==> src/hw/rtl/assert_macros.svh <==
// ----------------------------------------------------------------------------
// Assertion macros
// Shared concurrent assertion forms for the character class compiler.
// ----------------------------------------------------------------------------
`ifndef ASSERT_MACROS_SVH
`define ASSERT_MACROS_SVH

// The property must hold at every clock edge outside reset.
`define CCSC_ASSERT(lbl, clk, rst_n, prop, msg) \
	lbl: assert property (@(posedge clk) disable iff (!(rst_n)) (prop)) else $error(msg);

// The expression must never be true outside reset.
`define CCSC_NEVER(lbl, clk, rst_n, expr, msg) \
	lbl: assert property (@(posedge clk) disable iff (!(rst_n)) !(expr)) else $error(msg);

`endif

==> src/hw/rtl/ccsc_pkg.sv <==
// ----------------------------------------------------------------------------
// Character class compiler package
// Shared widths, character constants, types and set helper functions.
// ----------------------------------------------------------------------------
package ccsc_pkg;

	localparam int unsigned UNIT_W = 16;
	localparam int unsigned SET_W  = 94;
	localparam int unsigned LOW_W  = 64;
	localparam int unsigned HIGH_W = SET_W - LOW_W;
	localparam int unsigned OFF_W  = 7;
	localparam int unsigned CNT_W  = 7;

	localparam logic [UNIT_W-1:0] FIRST_CHAR = 16'h0021;
	localparam logic [UNIT_W-1:0] LAST_CHAR  = 16'h007E;
	localparam logic [UNIT_W-1:0] DASH_CHAR  = 16'h002D;
	localparam logic [UNIT_W-1:0] ESC_CHAR   = 16'h005C;
	localparam logic [UNIT_W-1:0] END_CHAR   = 16'h0000;
	localparam logic [OFF_W-1:0]  LAST_OFF   = 7'd93;
	localparam logic [OFF_W-1:0]  DASH_OFF   = 7'd12;

	typedef enum logic [2:0] {
		M_FIRST     = 3'd0,
		M_FIRST_ESC = 3'd1,
		M_MAIN      = 3'd2,
		M_MAIN_ESC  = 3'd3,
		M_DASH1     = 3'd4,
		M_DASHN     = 3'd5,
		M_RANGE_ESC = 3'd6,
		M_ERROR     = 3'd7
	} mode_t;

	typedef enum logic [1:0] {
		ST_OK       = 2'd0,
		ST_INVALID  = 2'd1,
		ST_REVERSED = 2'd2,
		ST_DANGLING = 2'd3
	} status_t;

	typedef struct packed {
		logic [LOW_W-1:0]  set_low;
		logic [HIGH_W-1:0] set_high;
		logic [CNT_W-1:0]  member_count;
		status_t           status;
	} result_t;

	// Offsets lo to hi inclusive, with lo <= hi <= 93.
	function automatic logic [SET_W-1:0] range_mask(
		input logic [OFF_W-1:0] lo,
		input logic [OFF_W-1:0] hi
	);
		return ({SET_W{1'b1}} >> (LAST_OFF - hi)) & ({SET_W{1'b1}} << lo);
	endfunction

	function automatic logic [CNT_W-1:0] count_members(input logic [SET_W-1:0] s);
		logic [95:0] v;
		logic [3:0]  c8 [12];
		logic [4:0]  c16 [6];
		logic [5:0]  c32 [3];
		v = {2'b00, s};
		for (int i = 0; i < 12; i++) begin
			c8[i] = 4'd0;
			for (int j = 0; j < 8; j++) begin
				c8[i] = c8[i] + {3'd0, v[8*i+j]};
			end
		end
		for (int i = 0; i < 6; i++) begin
			c16[i] = {1'b0, c8[2*i]} + {1'b0, c8[2*i+1]};
		end
		for (int i = 0; i < 3; i++) begin
			c32[i] = {1'b0, c16[2*i]} + {1'b0, c16[2*i+1]};
		end
		return {1'b0, c32[0]} + {1'b0, c32[1]} + {1'b0, c32[2]};
	endfunction

endpackage

==> src/hw/rtl/ccsc_parser.sv <==
// ----------------------------------------------------------------------------
// Spec parser
// Holds the parse state and member set, and steps them by one code unit.
// ----------------------------------------------------------------------------
`include "assert_macros.svh"

module ccsc_parser
	import ccsc_pkg::*;
(
	input  logic              clk,
	input  logic              arst_n,
	input  logic              step,
	input  logic [UNIT_W-1:0] code_unit,
	output logic              finish,
	output result_t           result
);

	mode_t              mode_q, mode_d;
	logic [SET_W-1:0]   members_q, members_d;
	logic [OFF_W-1:0]   prev_q, prev_d;
	status_t            err_q, err_d;

	logic               is_end, is_dash, is_esc, is_print, reversed;
	logic [OFF_W-1:0]   off;
	logic               add_en, fin_dash;
	logic [OFF_W-1:0]   add_lo, add_hi;
	status_t            fin_status;
	logic [SET_W-1:0]   fin_set;

	assign is_end   = (code_unit == END_CHAR);
	assign is_dash  = (code_unit == DASH_CHAR);
	assign is_esc   = (code_unit == ESC_CHAR);
	assign is_print = (code_unit >= FIRST_CHAR) && (code_unit <= LAST_CHAR);
	assign off      = code_unit[OFF_W-1:0] - FIRST_CHAR[OFF_W-1:0];
	assign reversed = (prev_q > off);
	assign finish   = is_end;

	always_comb begin
		mode_d = mode_q;
		unique case (mode_q)
			M_FIRST: begin
				if (is_end) mode_d = M_FIRST;
				else if (is_esc) mode_d = M_FIRST_ESC;
				else if (is_print) mode_d = M_MAIN;
				else mode_d = M_ERROR;
			end
			M_FIRST_ESC, M_MAIN_ESC: begin
				if (is_end) mode_d = M_FIRST;
				else if (is_print) mode_d = M_MAIN;
				else mode_d = M_ERROR;
			end
			M_MAIN: begin
				if (is_end) mode_d = M_FIRST;
				else if (is_dash) mode_d = M_DASH1;
				else if (is_esc) mode_d = M_MAIN_ESC;
				else if (is_print) mode_d = M_MAIN;
				else mode_d = M_ERROR;
			end
			M_DASH1, M_DASHN: begin
				if (is_dash) mode_d = M_DASHN;
				else if (is_end) mode_d = M_FIRST;
				else if (is_esc) mode_d = M_RANGE_ESC;
				else if (is_print && !reversed) mode_d = M_MAIN;
				else mode_d = M_ERROR;
			end
			M_RANGE_ESC: begin
				if (is_end) mode_d = M_FIRST;
				else if (is_print && !reversed) mode_d = M_MAIN;
				else mode_d = M_ERROR;
			end
			M_ERROR: begin
				if (is_end) mode_d = M_FIRST;
				else mode_d = M_ERROR;
			end
			default: mode_d = M_ERROR;
		endcase
	end

	always_comb begin
		add_en     = 1'b0;
		add_lo     = off;
		add_hi     = off;
		prev_d     = prev_q;
		err_d      = err_q;
		fin_dash   = 1'b0;
		fin_status = ST_OK;
		unique case (mode_q)
			M_FIRST, M_FIRST_ESC, M_MAIN_ESC, M_MAIN: begin
				if (is_end) begin
					if (mode_q == M_FIRST) fin_status = ST_INVALID;
					else if (mode_q == M_MAIN) fin_status = ST_OK;
					else fin_status = ST_DANGLING;
				end else if ((mode_q == M_FIRST || mode_q == M_MAIN) && is_esc) begin
					add_en = 1'b0;
				end else if (mode_q == M_MAIN && is_dash) begin
					add_en = 1'b0;
				end else if (is_print) begin
					add_en = 1'b1;
					prev_d = off;
				end else begin
					err_d = ST_INVALID;
				end
			end
			M_DASH1, M_DASHN, M_RANGE_ESC: begin
				if (is_end) begin
					if (mode_q == M_RANGE_ESC) fin_status = ST_DANGLING;
					else fin_dash = 1'b1;
				end else if (mode_q != M_RANGE_ESC && is_dash) begin
					add_en = (mode_q == M_DASH1);
					add_lo = DASH_OFF;
					add_hi = DASH_OFF;
				end else if (mode_q != M_RANGE_ESC && is_esc) begin
					add_en = 1'b0;
				end else if (!is_print) begin
					err_d = ST_INVALID;
				end else if (reversed) begin
					err_d = ST_REVERSED;
				end else begin
					add_en = 1'b1;
					add_lo = prev_q;
					prev_d = off;
				end
			end
			M_ERROR: begin
				if (is_end) fin_status = err_q;
			end
			default: fin_status = err_q;
		endcase

		members_d = add_en ? (members_q | range_mask(add_lo, add_hi)) : members_q;
		fin_set   = members_q | (fin_dash ? range_mask(DASH_OFF, DASH_OFF) : '0);

		if (is_end) begin
			members_d = '0;
			prev_d    = '0;
			err_d     = ST_OK;
		end
	end

	always_comb begin
		result.status = fin_status;
		if (fin_status == ST_OK) begin
			result.set_low      = fin_set[LOW_W-1:0];
			result.set_high     = fin_set[SET_W-1:LOW_W];
			result.member_count = count_members(fin_set);
		end else begin
			result.set_low      = '0;
			result.set_high     = '0;
			result.member_count = '0;
		end
	end

	always_ff @(posedge clk or negedge arst_n) begin
		if (!arst_n) begin
			mode_q    <= M_FIRST;
			members_q <= '0;
			prev_q    <= '0;
			err_q     <= ST_OK;
		end else if (step) begin
			mode_q    <= mode_d;
			members_q <= members_d;
			prev_q    <= prev_d;
			err_q     <= err_d;
		end
	end

	`CCSC_ASSERT(a_end_restarts, clk, arst_n, step && is_end |=> mode_q == M_FIRST, "Spec end did not restart the parser")
	`CCSC_ASSERT(a_first_is_clear, clk, arst_n, mode_q == M_FIRST |-> members_q == '0 && prev_q == '0, "Parser holds members at the start of a spec")
	`CCSC_ASSERT(a_error_is_empty, clk, arst_n, finish && result.status != ST_OK |-> result.member_count == '0 && result.set_low == '0 && result.set_high == '0, "Failed spec reported members")

endmodule

==> src/hw/rtl/ccsc_result_reg.sv <==
// ----------------------------------------------------------------------------
// Result register
// Holds one finished result word until the receiver takes it.
// ----------------------------------------------------------------------------
module ccsc_result_reg
	import ccsc_pkg::*;
(
	input  logic    clk,
	input  logic    arst_n,
	input  logic    load,
	input  result_t result,
	output logic    free,
	output logic    set_valid,
	input  logic    set_stall,
	output result_t held
);

	logic    valid_q;
	result_t result_q;

	assign free      = !valid_q || !set_stall;
	assign set_valid = valid_q;
	assign held      = result_q;

	always_ff @(posedge clk or negedge arst_n) begin
		if (!arst_n) begin
			valid_q <= 1'b0;
		end else if (load) begin
			valid_q <= 1'b1;
		end else if (!set_stall) begin
			valid_q <= 1'b0;
		end
	end

	always_ff @(posedge clk) begin
		if (load) begin
			result_q <= result;
		end
	end

endmodule

==> src/hw/rtl/char_class_spec_compiler.sv <==
// ----------------------------------------------------------------------------
// Character class spec compiler
// Compiles a character-set spec into a 94-bit membership set over '!'..'~'.
// ----------------------------------------------------------------------------
// The code channel takes one 16-bit code unit per word; a zero unit ends the
// spec. Each spec yields exactly one result word on the set channel: the set
// split into set_low and set_high, the member count and a status. Units other
// than the terminator give no result.
// A unit is taken into an input register and parsed from there. Its result,
// if any, is loaded into the result register at the end of the cycle in which
// it is parsed; set_valid rises when that register is loaded.
// Throughput is one unit per cycle while code_stall is low: parsing is a
// single pass of logic between the input register and the parse state, with
// the range mask built from the previous offset and the new character.
// While the receiver stalls with a result held, units that give no result
// still flow; a terminator waits in the input register and code_stall rises.
// Reset empties both registers and returns the parser to the start of a spec.
// ----------------------------------------------------------------------------
`include "assert_macros.svh"

module char_class_spec_compiler
	import ccsc_pkg::*;
(
	input  logic                clk,
	input  logic                arst_n,
	input  logic                code_valid,
	output logic                code_stall,
	input  logic [UNIT_W-1:0]   code_unit,
	output logic                set_valid,
	input  logic                set_stall,
	output logic [LOW_W-1:0]    set_low,
	output logic [HIGH_W-1:0]   set_high,
	output logic [CNT_W-1:0]    member_count,
	output logic [1:0]          status
);

	logic              valid_s1;
	logic [UNIT_W-1:0] code_unit_s1;
	logic              finish, free, advance, take;
	result_t           result, held;

	assign advance    = valid_s1 && (!finish || free);
	assign code_stall = valid_s1 && !advance;
	assign take       = code_valid && !code_stall;

	always_ff @(posedge clk or negedge arst_n) begin
		if (!arst_n) begin
			valid_s1 <= 1'b0;
		end else if (take) begin
			valid_s1 <= 1'b1;
		end else if (advance) begin
			valid_s1 <= 1'b0;
		end
	end

	always_ff @(posedge clk) begin
		if (take) begin
			code_unit_s1 <= code_unit;
		end
	end

	ccsc_parser u_parser (
		.clk       (clk),
		.arst_n    (arst_n),
		.step      (advance),
		.code_unit (code_unit_s1),
		.finish    (finish),
		.result    (result)
	);

	ccsc_result_reg u_result (
		.clk       (clk),
		.arst_n    (arst_n),
		.load      (advance && finish),
		.result    (result),
		.free      (free),
		.set_valid (set_valid),
		.set_stall (set_stall),
		.held      (held)
	);

	assign set_low      = held.set_low;
	assign set_high     = held.set_high;
	assign member_count = held.member_count;
	assign status       = held.status;

	`CCSC_NEVER(a_stall_needs_word, clk, arst_n, code_stall && !valid_s1, "Input stalled with an empty input register")
	`CCSC_NEVER(a_no_overwrite, clk, arst_n, advance && finish && set_valid && set_stall, "Result register overwritten while stalled")
	`CCSC_ASSERT(a_plain_unit_flows, clk, arst_n, valid_s1 && !finish |-> !code_stall, "A unit without result was held back")

endmodule
==> config.mk <==
export PLATFORM = sky130hd
export DESIGN_NAME = char_class_spec_compiler
export DESIGN_NICKNAME = d
export VERILOG_FILES = /design/src/hw/rtl/ccsc_pkg.sv /design/src/hw/rtl/ccsc_parser.sv /design/src/hw/rtl/ccsc_result_reg.sv /design/src/hw/rtl/char_class_spec_compiler.sv
export VERILOG_INCLUDE_DIRS = /design/src /design/src/hw/rtl
export SDC_FILE = /design/constraint.sdc
export NUM_CORES = 1
export LEC_CHECK = 0
export BUFFER_PORTS_ARGS = -buffer_cell sky130_fd_sc_hd__buf_2
export CAP_MARGIN = 20
export CORE_MARGIN = 4
export CORE_UTILIZATION = 45
export CTS_CLUSTER_DIAMETER = 60
export CTS_CLUSTER_SIZE = 25
export DETAILED_ROUTE_END_ITERATION = 6
export GPL_ROUTABILITY_DRIVEN = 0
export PLACE_DENSITY_LB_ADDON = 0.1
export SYNTH_ARGS = -nofsm -noshare
export SYNTH_HDL_FRONTEND = slang
export SYNTH_SLANG_ARGS = --single-unit
==> constraint.sdc <==
create_clock -name clk -period 7.1 [get_ports clk]
set_clock_uncertainty 0.1 [all_clocks]
set_input_delay 1.065 -clock clk [delete_from_list [all_inputs] [get_ports clk]]
set_output_delay 1.065 -clock clk [all_outputs]
set_load 0.03 [all_outputs]
==> run_results.csv, run 1 <==
group,metric,value,unit
finish,multi_input_area,6940,µm²
power,power.density,230,nW/µm²
flow_run,max_cap_viol_count,0,
finish,areaGrowthSynthToFinish,15.1,%
die,ios,125,
critical_path,worstSetupPathType,"register to register",
critical_path,cpMaxStageDelayCell,"fa_1",
grt,grt_pass1_vias,10900,
yosys,synthAdderAreaFrac,17.1,%
route,vias_per_cell,5.74,
cts,cts.sinks,227,
route,drc,0,
power,p_leak,6.99,nW
finish,regArea,6280,µm²
yosys,ys.flop_type,"edfxtp_1",
power,clkPwrFrac,38.1,%
placement,placed_area,15300,µm²
yosys,ys_seq_area_share,44.4,%
finish,finalNetCount,1649,
yosys,ys_seq_elements,227,
yosys,syn_area_per_cell,10.4,µm²
grt,grt_antenna_before_repair,0,
timing,slew_viol_final,0,
cts,cts_tree,"yes",
critical_path,cpMostUsedCell,"fa_1",
timing,fin_crit_sh,95.6,%
grt,grt_first_pass_wirelength,64.3,mm
route,vias,10900,
die,fp.dieH,185,µm
power,seqPwrFrac,39.9,%
route,finalWirelength,41.4,mm
finish,antenna_cells,0,
cts,cts_root_buffer,"clkbuf_16",
timing,max_freq,147,MHz
yosys,synth_nets,1528,
placement,post-place-ws,0.153,ns
critical_path,cp_cell_sequence,"ha_1 -> inv_1 -> fa_1 -> fa_1 -> inv_1 -> fa_1 -> fa_1 -> xnor2_1 -> fa_1 -> inv_1 -> fa_1 -> fa_1 -> fa_1 -> inv_1 -> fa_1 -> inv_1 -> ha_2 -> inv_2 -> fa_2 -> inv_1 -> a21o_1 -> a21oi_2 -> xnor2_1 -> nor3_1",
timing,setup_violations,0,
die,rows,64,
die,start_util,45.9,%
timing,slew_headroom,30.3,%
finish,final_area,16300,µm²
power,ir_drop,219,µV
cts,clk_transition_reported_paths,0.08,ns
critical_path,start_kind,"register",
placement,portBuffers,124,
yosys,synthXorXnorAreaFrac,1.73,%
yosys,syn-instance-count,1364,
cts,ctsHtreeMaxLevel,1,
route,wl_per_cell,21.8,µm
grt,grt_overflow,0,
critical_path,end_kind,"register",
route,firstDrtPassIters,6,
yosys,synth_edf_count,119,
timing,worst_slew_pin_slew,1.04,ns
die,core-area,30800,µm²
yosys,async_reset_ff_share,47.6,%
cts,hold_buffers,0,
outcome,outcome,"completed",
placement,hpwl,31.0,mm
yosys,netlist_area,14100,µm²
critical_path,worstPathRequired,7.26,ns
route,antenna_left,0,
yosys,yosys.area_share.simple,13.9,%
cts,cts.path.max_buffers,3,
finish,drive_gt1_share,17.9,%
yosys,synth_compound_area_share,14.1,%
route,drt-initial-drc-count,1023,
yosys,yosysWarnings,0,
finish,nFillCells,2766,
yosys,synth.distinct_cells,78,
power,p_comb_share,21.9,%
timing,setup_tns,0,ns
critical_path,arrival,6.95,ns
critical_path,cp_max_fo,3,
critical_path,slowest_delay,0.54,ns
finish,mostFrequentLayoutCells,"inv_1 (184), buf_2 (123), edfxtp_1 (119)",
timing,worst_slack,0.309,ns
die,die_w,185,µm
finish,final_common_cell,"inv_1",
timing,hold_violations,0,
grt,grt.total_usage,24.2,%
die,die_area,34300,µm²
grt,grt_max_degree,76,
yosys,synth_top_family_by_area,"adder cells",
cts,numCtsBuffers,24,
power,p_sw,1.30,mW
cts,insertion_delay,0.55,ns
power,p_sw_share,34.6,%
min_path,hp-class,"register to register",
timing,period_minus_slack,6.79,ns
yosys,synthMuxAreaShare,1.57,%
power,p_int,2.45,mW
[per-layer routing]
layer  wire length [µm]  up-vias  track usage [%]
li1                   -     5038                -
met3               3250       93             3.87
met5                  0        -                0
met2              19100      483             38.4
met1              17700     5293             34.8
met4               1260        0             6.31
[cell usage after synthesis, drive strengths merged, types with 3 or more instances]
cell	number	area, µm²
ha	61	763
nand3b	3	22.5
nor3	102	532
and4	4	35.0
inv	188	706
or3	9	61.3
clkbuf	57	214
xnor2	16	166
mux2	10	113
fa	83	1660
xor2	9	78.8
dfrtp	108	2700
o211ai	11	82.6
o21ai	76	380
nor2	45	171
nor4	10	96.4
nand4	12	75.1
nand3	24	120
o22ai	62	388
mux2i	11	110
and3	5	31.3
a21boi	3	22.5
o41ai	3	26.3
o31ai	20	185
o2bb2ai	3	26.3
and2	44	275
o32ai	4	35.0
a31oi	10	62.6
buf	14	85.1
o21a	14	105
a21oi	65	329
or4	4	33.8
edfxtp	119	3570
nand2b	6	37.5
nor2b	14	87.6
or2	7	43.8
a21o	6	45.0
a22o	6	52.6
nand2	86	325
a32o	5	50.1
[layout make-up]
cell class / instances / area share (%)
Multi-Input combinational cell: 877 / 42.6
Sequential cell: 227 / 38.5
Timing Repair Buffer: 166 / 5.76
Inverter: 189 / 4.43
Clock buffer: 25 / 3.84
Tap cell: 396 / 3.04
Clock inverter: 19 / 1.81
[final timing paths]
path | start | depth (start not counted) | slack (ns) | endpoint
setup reg to reg | u_parser.members_q[72] | 24 | 0.31 | u_result.held[8]
max in group asynchronous | arst_n | 2 | 5.21 | u_parser.members_q[53]
hold / removal | u_parser.members_q[12] | 2 | 0.39 | u_parser.members_q[12]
hold reg to reg | u_parser.members_q[12] | 2 | 0.39 | u_parser.members_q[12]
setup / recovery | u_parser.members_q[72] | 24 | 0.31 | u_result.held[8]
min in group asynchronous | arst_n | 1 | 0.48 | u_parser.prev_q[6]
[registers in the layout, indices dropped and copies added (netlist names)]
| register | flops |
|---|---|
| code_unit_s1 | 16 |
| u_result.set_valid | 1 |
| u_parser.mode_q | 3 |
| u_parser.members_q | 94 |
| u_result.held | 103 |
| valid_s1 | 1 |
| u_parser.prev_q | 7 |
| u_parser.err_q | 2 |
[what timing repair did]
| item | CTS | global route |
|---|---|---|
| endpoints found under the setup margin | 0 | 1 |
| gates resized for setup | 0 | 14 |
| setup buffers | 0 | 1 |
[per-stage QoR]
step	hold WS, ns	power (mW)	std cells	util (%)
after floorplan	0.349	2.03	1364	-
after global routing	0.420	3.91	1899	52.8
after global placement	0.370	2.30	1853	49.7
after CTS	0.390	3.74	1898	52.7
after detailed placement	0.377	2.31	1854	49.7
final	0.391	3.74	1899	52.8
[critical path, delay by kind of cell, from the launching register on]
family | cells | cell delay, ns
XOR/XNOR | 2 | 0.28
flip-flops | 1 | 0.40
AND/OR/NAND/NOR | 1 | 0.06
adder cells (fa/ha/maj) | 12 | 4.97
buffers and inverters | 7 | 0.39
AO/OA/AOI/OAI | 2 | 0.30
[power by group through the flow]
stage	Combinational, mW	Sequential, mW	Clock (mW)
after floorplan	0.548	1.48	0
after global placement	0.783	1.52	0
after detailed placement	0.793	1.52	0
after CTS	0.797	1.49	1.46
after global routing	0.897	1.50	1.51
final	0.822	1.49	1.43
[cells by family after synthesis]
group / Yosys count
simple gates: 377
compound gates: 310
buf+inv: 260
flops: 227
fa+ha+maj: 144
xor+xnor: 25
mux: 21
No activity file was read; power rests on OpenSTA's default activity.
==> inputs of run 2 (changes only) <==
ABC_AREA = 1   (was not set)
==> run 2 against run 1 <==
  * Total power is 20% lower
  * Sequential power fell by 6%
  * Synthesized cell count rose by 11%
  * Critical path type unchanged
  * Wire length shrank 15%
  * Setup slack gained 0.031 ns
  * Utilization shrank 1.7 points
  * Critical endpoint unchanged
  * Hold slack worse by 0.0034 ns
  * Largest power group unchanged
  * Clock-buffer cell count shrank 1
  * Sequential cell count unchanged
  * Cell count increased by 7.2%
  * Non-clock buffer count down 32
  * Highest routed layer unchanged
  * Critical path depth down 2
==> run_results.csv, run 2 <==
group,metric,value,unit
outcome,outcome,"completed",
route,vias,10400,
timing,hold_violations,0,
timing,rsz0062_at_grt,"no",
power,clkPwrFrac,38.1,%
critical_path,cpMaxStageDelayCell,"fa_1",
yosys,synth_top_cell_area_share,25.7,%
min_path,hold_start,"u_parser.prev_q[0]",
yosys,ys.flop_type,"edfxtp_1",
finish,largest_reg_flops,103,
critical_path,cp_cell_sequence,"ha_1 -> inv_1 -> fa_1 -> fa_1 -> inv_1 -> fa_1 -> fa_1 -> xnor2_1 -> fa_1 -> inv_1 -> fa_1 -> fa_1 -> fa_1 -> inv_1 -> fa_1 -> inv_1 -> ha_1 -> inv_1 -> fa_1 -> o21ai_1 -> or2_2 -> a21oi_1",
cts,post_cts_buffers,0,
power,power.density,193,nW/µm²
route,drt-initial-drc-count,918,
yosys,netlist_area,13900,µm²
yosys,async_reset_ff_share,47.6,%
power,seqPwrFrac,46.4,%
route,firstDrtPassIters,7,
cts,hold_buffers,0,
critical_path,r2r_end,"u_result.held[8]",
critical_path,cp_max_fo,2,
timing,fin_crit_sh,95.2,%
die,fp.dieH,184,µm
finish,areaGrowthSynthToFinish,12.3,%
critical_path,arrival,6.90,ns
critical_path,worstPathRequired,7.24,ns
critical_path,end_kind,"register",
finish,drive_gt1_share,15.2,%
yosys,syn-instance-count,1508,
critical_path,start_kind,"register",
route,antenna_left,0,
critical_path,rr_worst_depth,22,
route,drc,0,
cts,post_cts_resized,0,
yosys,yosysWarnings,0,
flow_run,max_cap_viol_count,0,
die,ios,125,
timing,max_freq,148,MHz
cts,cts_tree,"yes",
yosys,synth.distinct_cells,47,
yosys,yosysMostFrequentCell,"inv_1",
power,p_sw,893,µW
finish,mostFrequentLayoutCells,"inv_1 (268), nand2_1 (248), nor2_1 (195)",
power,p_comb_share,15.5,%
critical_path,cpMostUsedCell,"fa_1",
timing,setup_tns,0,ns
route,vias_per_cell,5.11,
power,finalPower,3.01,mW
min_path,hp-class,"register to register",
yosys,yosys-top-cells-area,"edfxtp_1 (26%), dfrtp_1 (19%), fa_1 (12%), inv_1 (7.3%), nand2_1 (6.7%)",
min_path,holdPathEnd,"u_parser.prev_q[0]",
die,start_util,45.6,%
cts,clk_transition_reported_paths,0.07,ns
cts,cts.sinks,227,
route,wl_per_cell,17.3,µm
power,ir_drop,186,µV
grt,grt.total_usage,20.9,%
yosys,ys_seq_elements,227,
timing,worst_slew_pin_slew,0.961,ns
power,p_sw_share,29.7,%
finish,nFillCells,2866,
die,die_w,184,µm
grt,grt_overflow,0,
grt,grt_first_pass_wirelength,56.0,mm
die,die_area,33800,µm²
placement,post-place-ws,0.260,ns
critical_path,reg2reg_slack,0.34,ns
yosys,syn_area_per_cell,9.22,µm²
placement,portBuffers,124,
power,p_leak,6.65,nW
die,core-area,30500,µm²
timing,slew_viol_final,0,
power,p_int,2.12,mW
route,finalWirelength,35.3,mm
timing,period_minus_slack,6.76,ns
timing,slew_headroom,35.5,%
critical_path,r2r_start,"u_parser.members_q[72]",
finish,antenna_cells,0,
yosys,ys_seq_area_share,45.2,%
timing,whs,0.387,ns
timing,worst_slack,0.340,ns
grt,grt_pass1_vias,10200,
yosys,synthTopCellsByCount,"inv_1 (269), nand2_1 (248), nor2_1 (196)",
cts,cts.path.max_buffers,3,
finish,finalNetCount,1790,
cts,numCtsBuffers,21,
placement,hpwl,26.6,mm
grt,grt_max_degree,76,
cts,cts_root_buffer,"clkbuf_16",
finish,final_common_cell,"inv_1",
critical_path,worstSetupPathType,"register to register",
yosys,synth_nets,1672,
timing,setup_violations,0,
critical_path,slowest_delay,0.55,ns
cts,insertion_delay,0.52,ns
yosys,synth_edf_count,119,
grt,grt_antenna_before_repair,0,
die,rows,64,
yosys,synth_top_area_cell,"edfxtp_1",
finish,fin_util,51.2,%
min_path,hold_path_depth,2,
cts,ctsHtreeMaxLevel,1,
[run 2: layout make-up]
type / instances / area [µm²] / share of cell area, %
Timing Repair Buffer: 134 / 698 / 4.47
Clock buffer: 24 / 537 / 3.44
Tap cell: 396 / 495 / 3.17
Multi-Input combinational cell: 956 / 6370 / 40.8
Clock inverter: 13 / 158 / 1.01
Inverter: 286 / 1080 / 6.89
Sequential cell: 227 / 6280 / 40.2
[run 2: metrics by stage]
step / area, µm² / std cells
6_report: 15600 / 2036
5_1_grt: 15600 / 2036
4_1_cts: 15600 / 2036
3_5_place_dp: 14900 / 1999
3_3_place_gp: 14900 / 1998
2_1_floorplan: 13900 / 1508
[run 2: cells by family after synthesis]
kind of cell               Yosys count  synth area share (%)
and+or+nand+nor                    602                  19.6
buffers and inverters              325                  9.16
DFF                                227                  45.2
AOI/OAI and AO/OA                  191                  7.32
adders and majority gates          144                  17.4
xor gates and xnor gates            19                  1.31
[run 2: power by group through the flow]
stage | sequential, mW | combinational (mW) | clock, mW
3_5_place_dp | 1.43 | 0.450 | 0
4_1_cts | 1.40 | 0.453 | 1.18
3_3_place_gp | 1.43 | 0.448 | 0
6_report | 1.40 | 0.466 | 1.15
5_1_grt | 1.40 | 0.510 | 1.24
2_1_floorplan | 1.43 | 0.321 | 0
[run 2: worst max-delay path: cells and delay by family, from the launching register on]
kind / cells / cell delay [ns]
adders and majority gates: 12 / 5.12
DFF: 1 / 0.38
buffers and inverters: 6 / 0.38
AOI/OAI and AO/OA: 2 / 0.22
xor gates and xnor gates: 1 / 0.15
and+or+nand+nor: 1 / 0.12
[run 2: metal layers]
metal  global-route usage [%]  wire length [µm]
met4                     5.44               998
met1                     29.9             15600
met5                        0                 0
met3                     2.91              2290
met2                     33.9             16300
[run 2: worst max path at each step]
stage	endpoint	slack (ns)	start	cells after the start
after global placement	u_result.held[8]	0.33	u_parser.members_q[72]	22
after floorplan	u_result.held[8]	0.34	code_unit_s1[0]	27
after detailed placement	u_result.held[8]	0.26	u_parser.members_q[72]	22
after CTS	u_result.held[8]	0.23	u_parser.members_q[72]	22
after global routing	u_result.held[8]	0.03	code_unit_s1[1]	27
final	u_result.held[8]	0.34	u_parser.members_q[72]	22
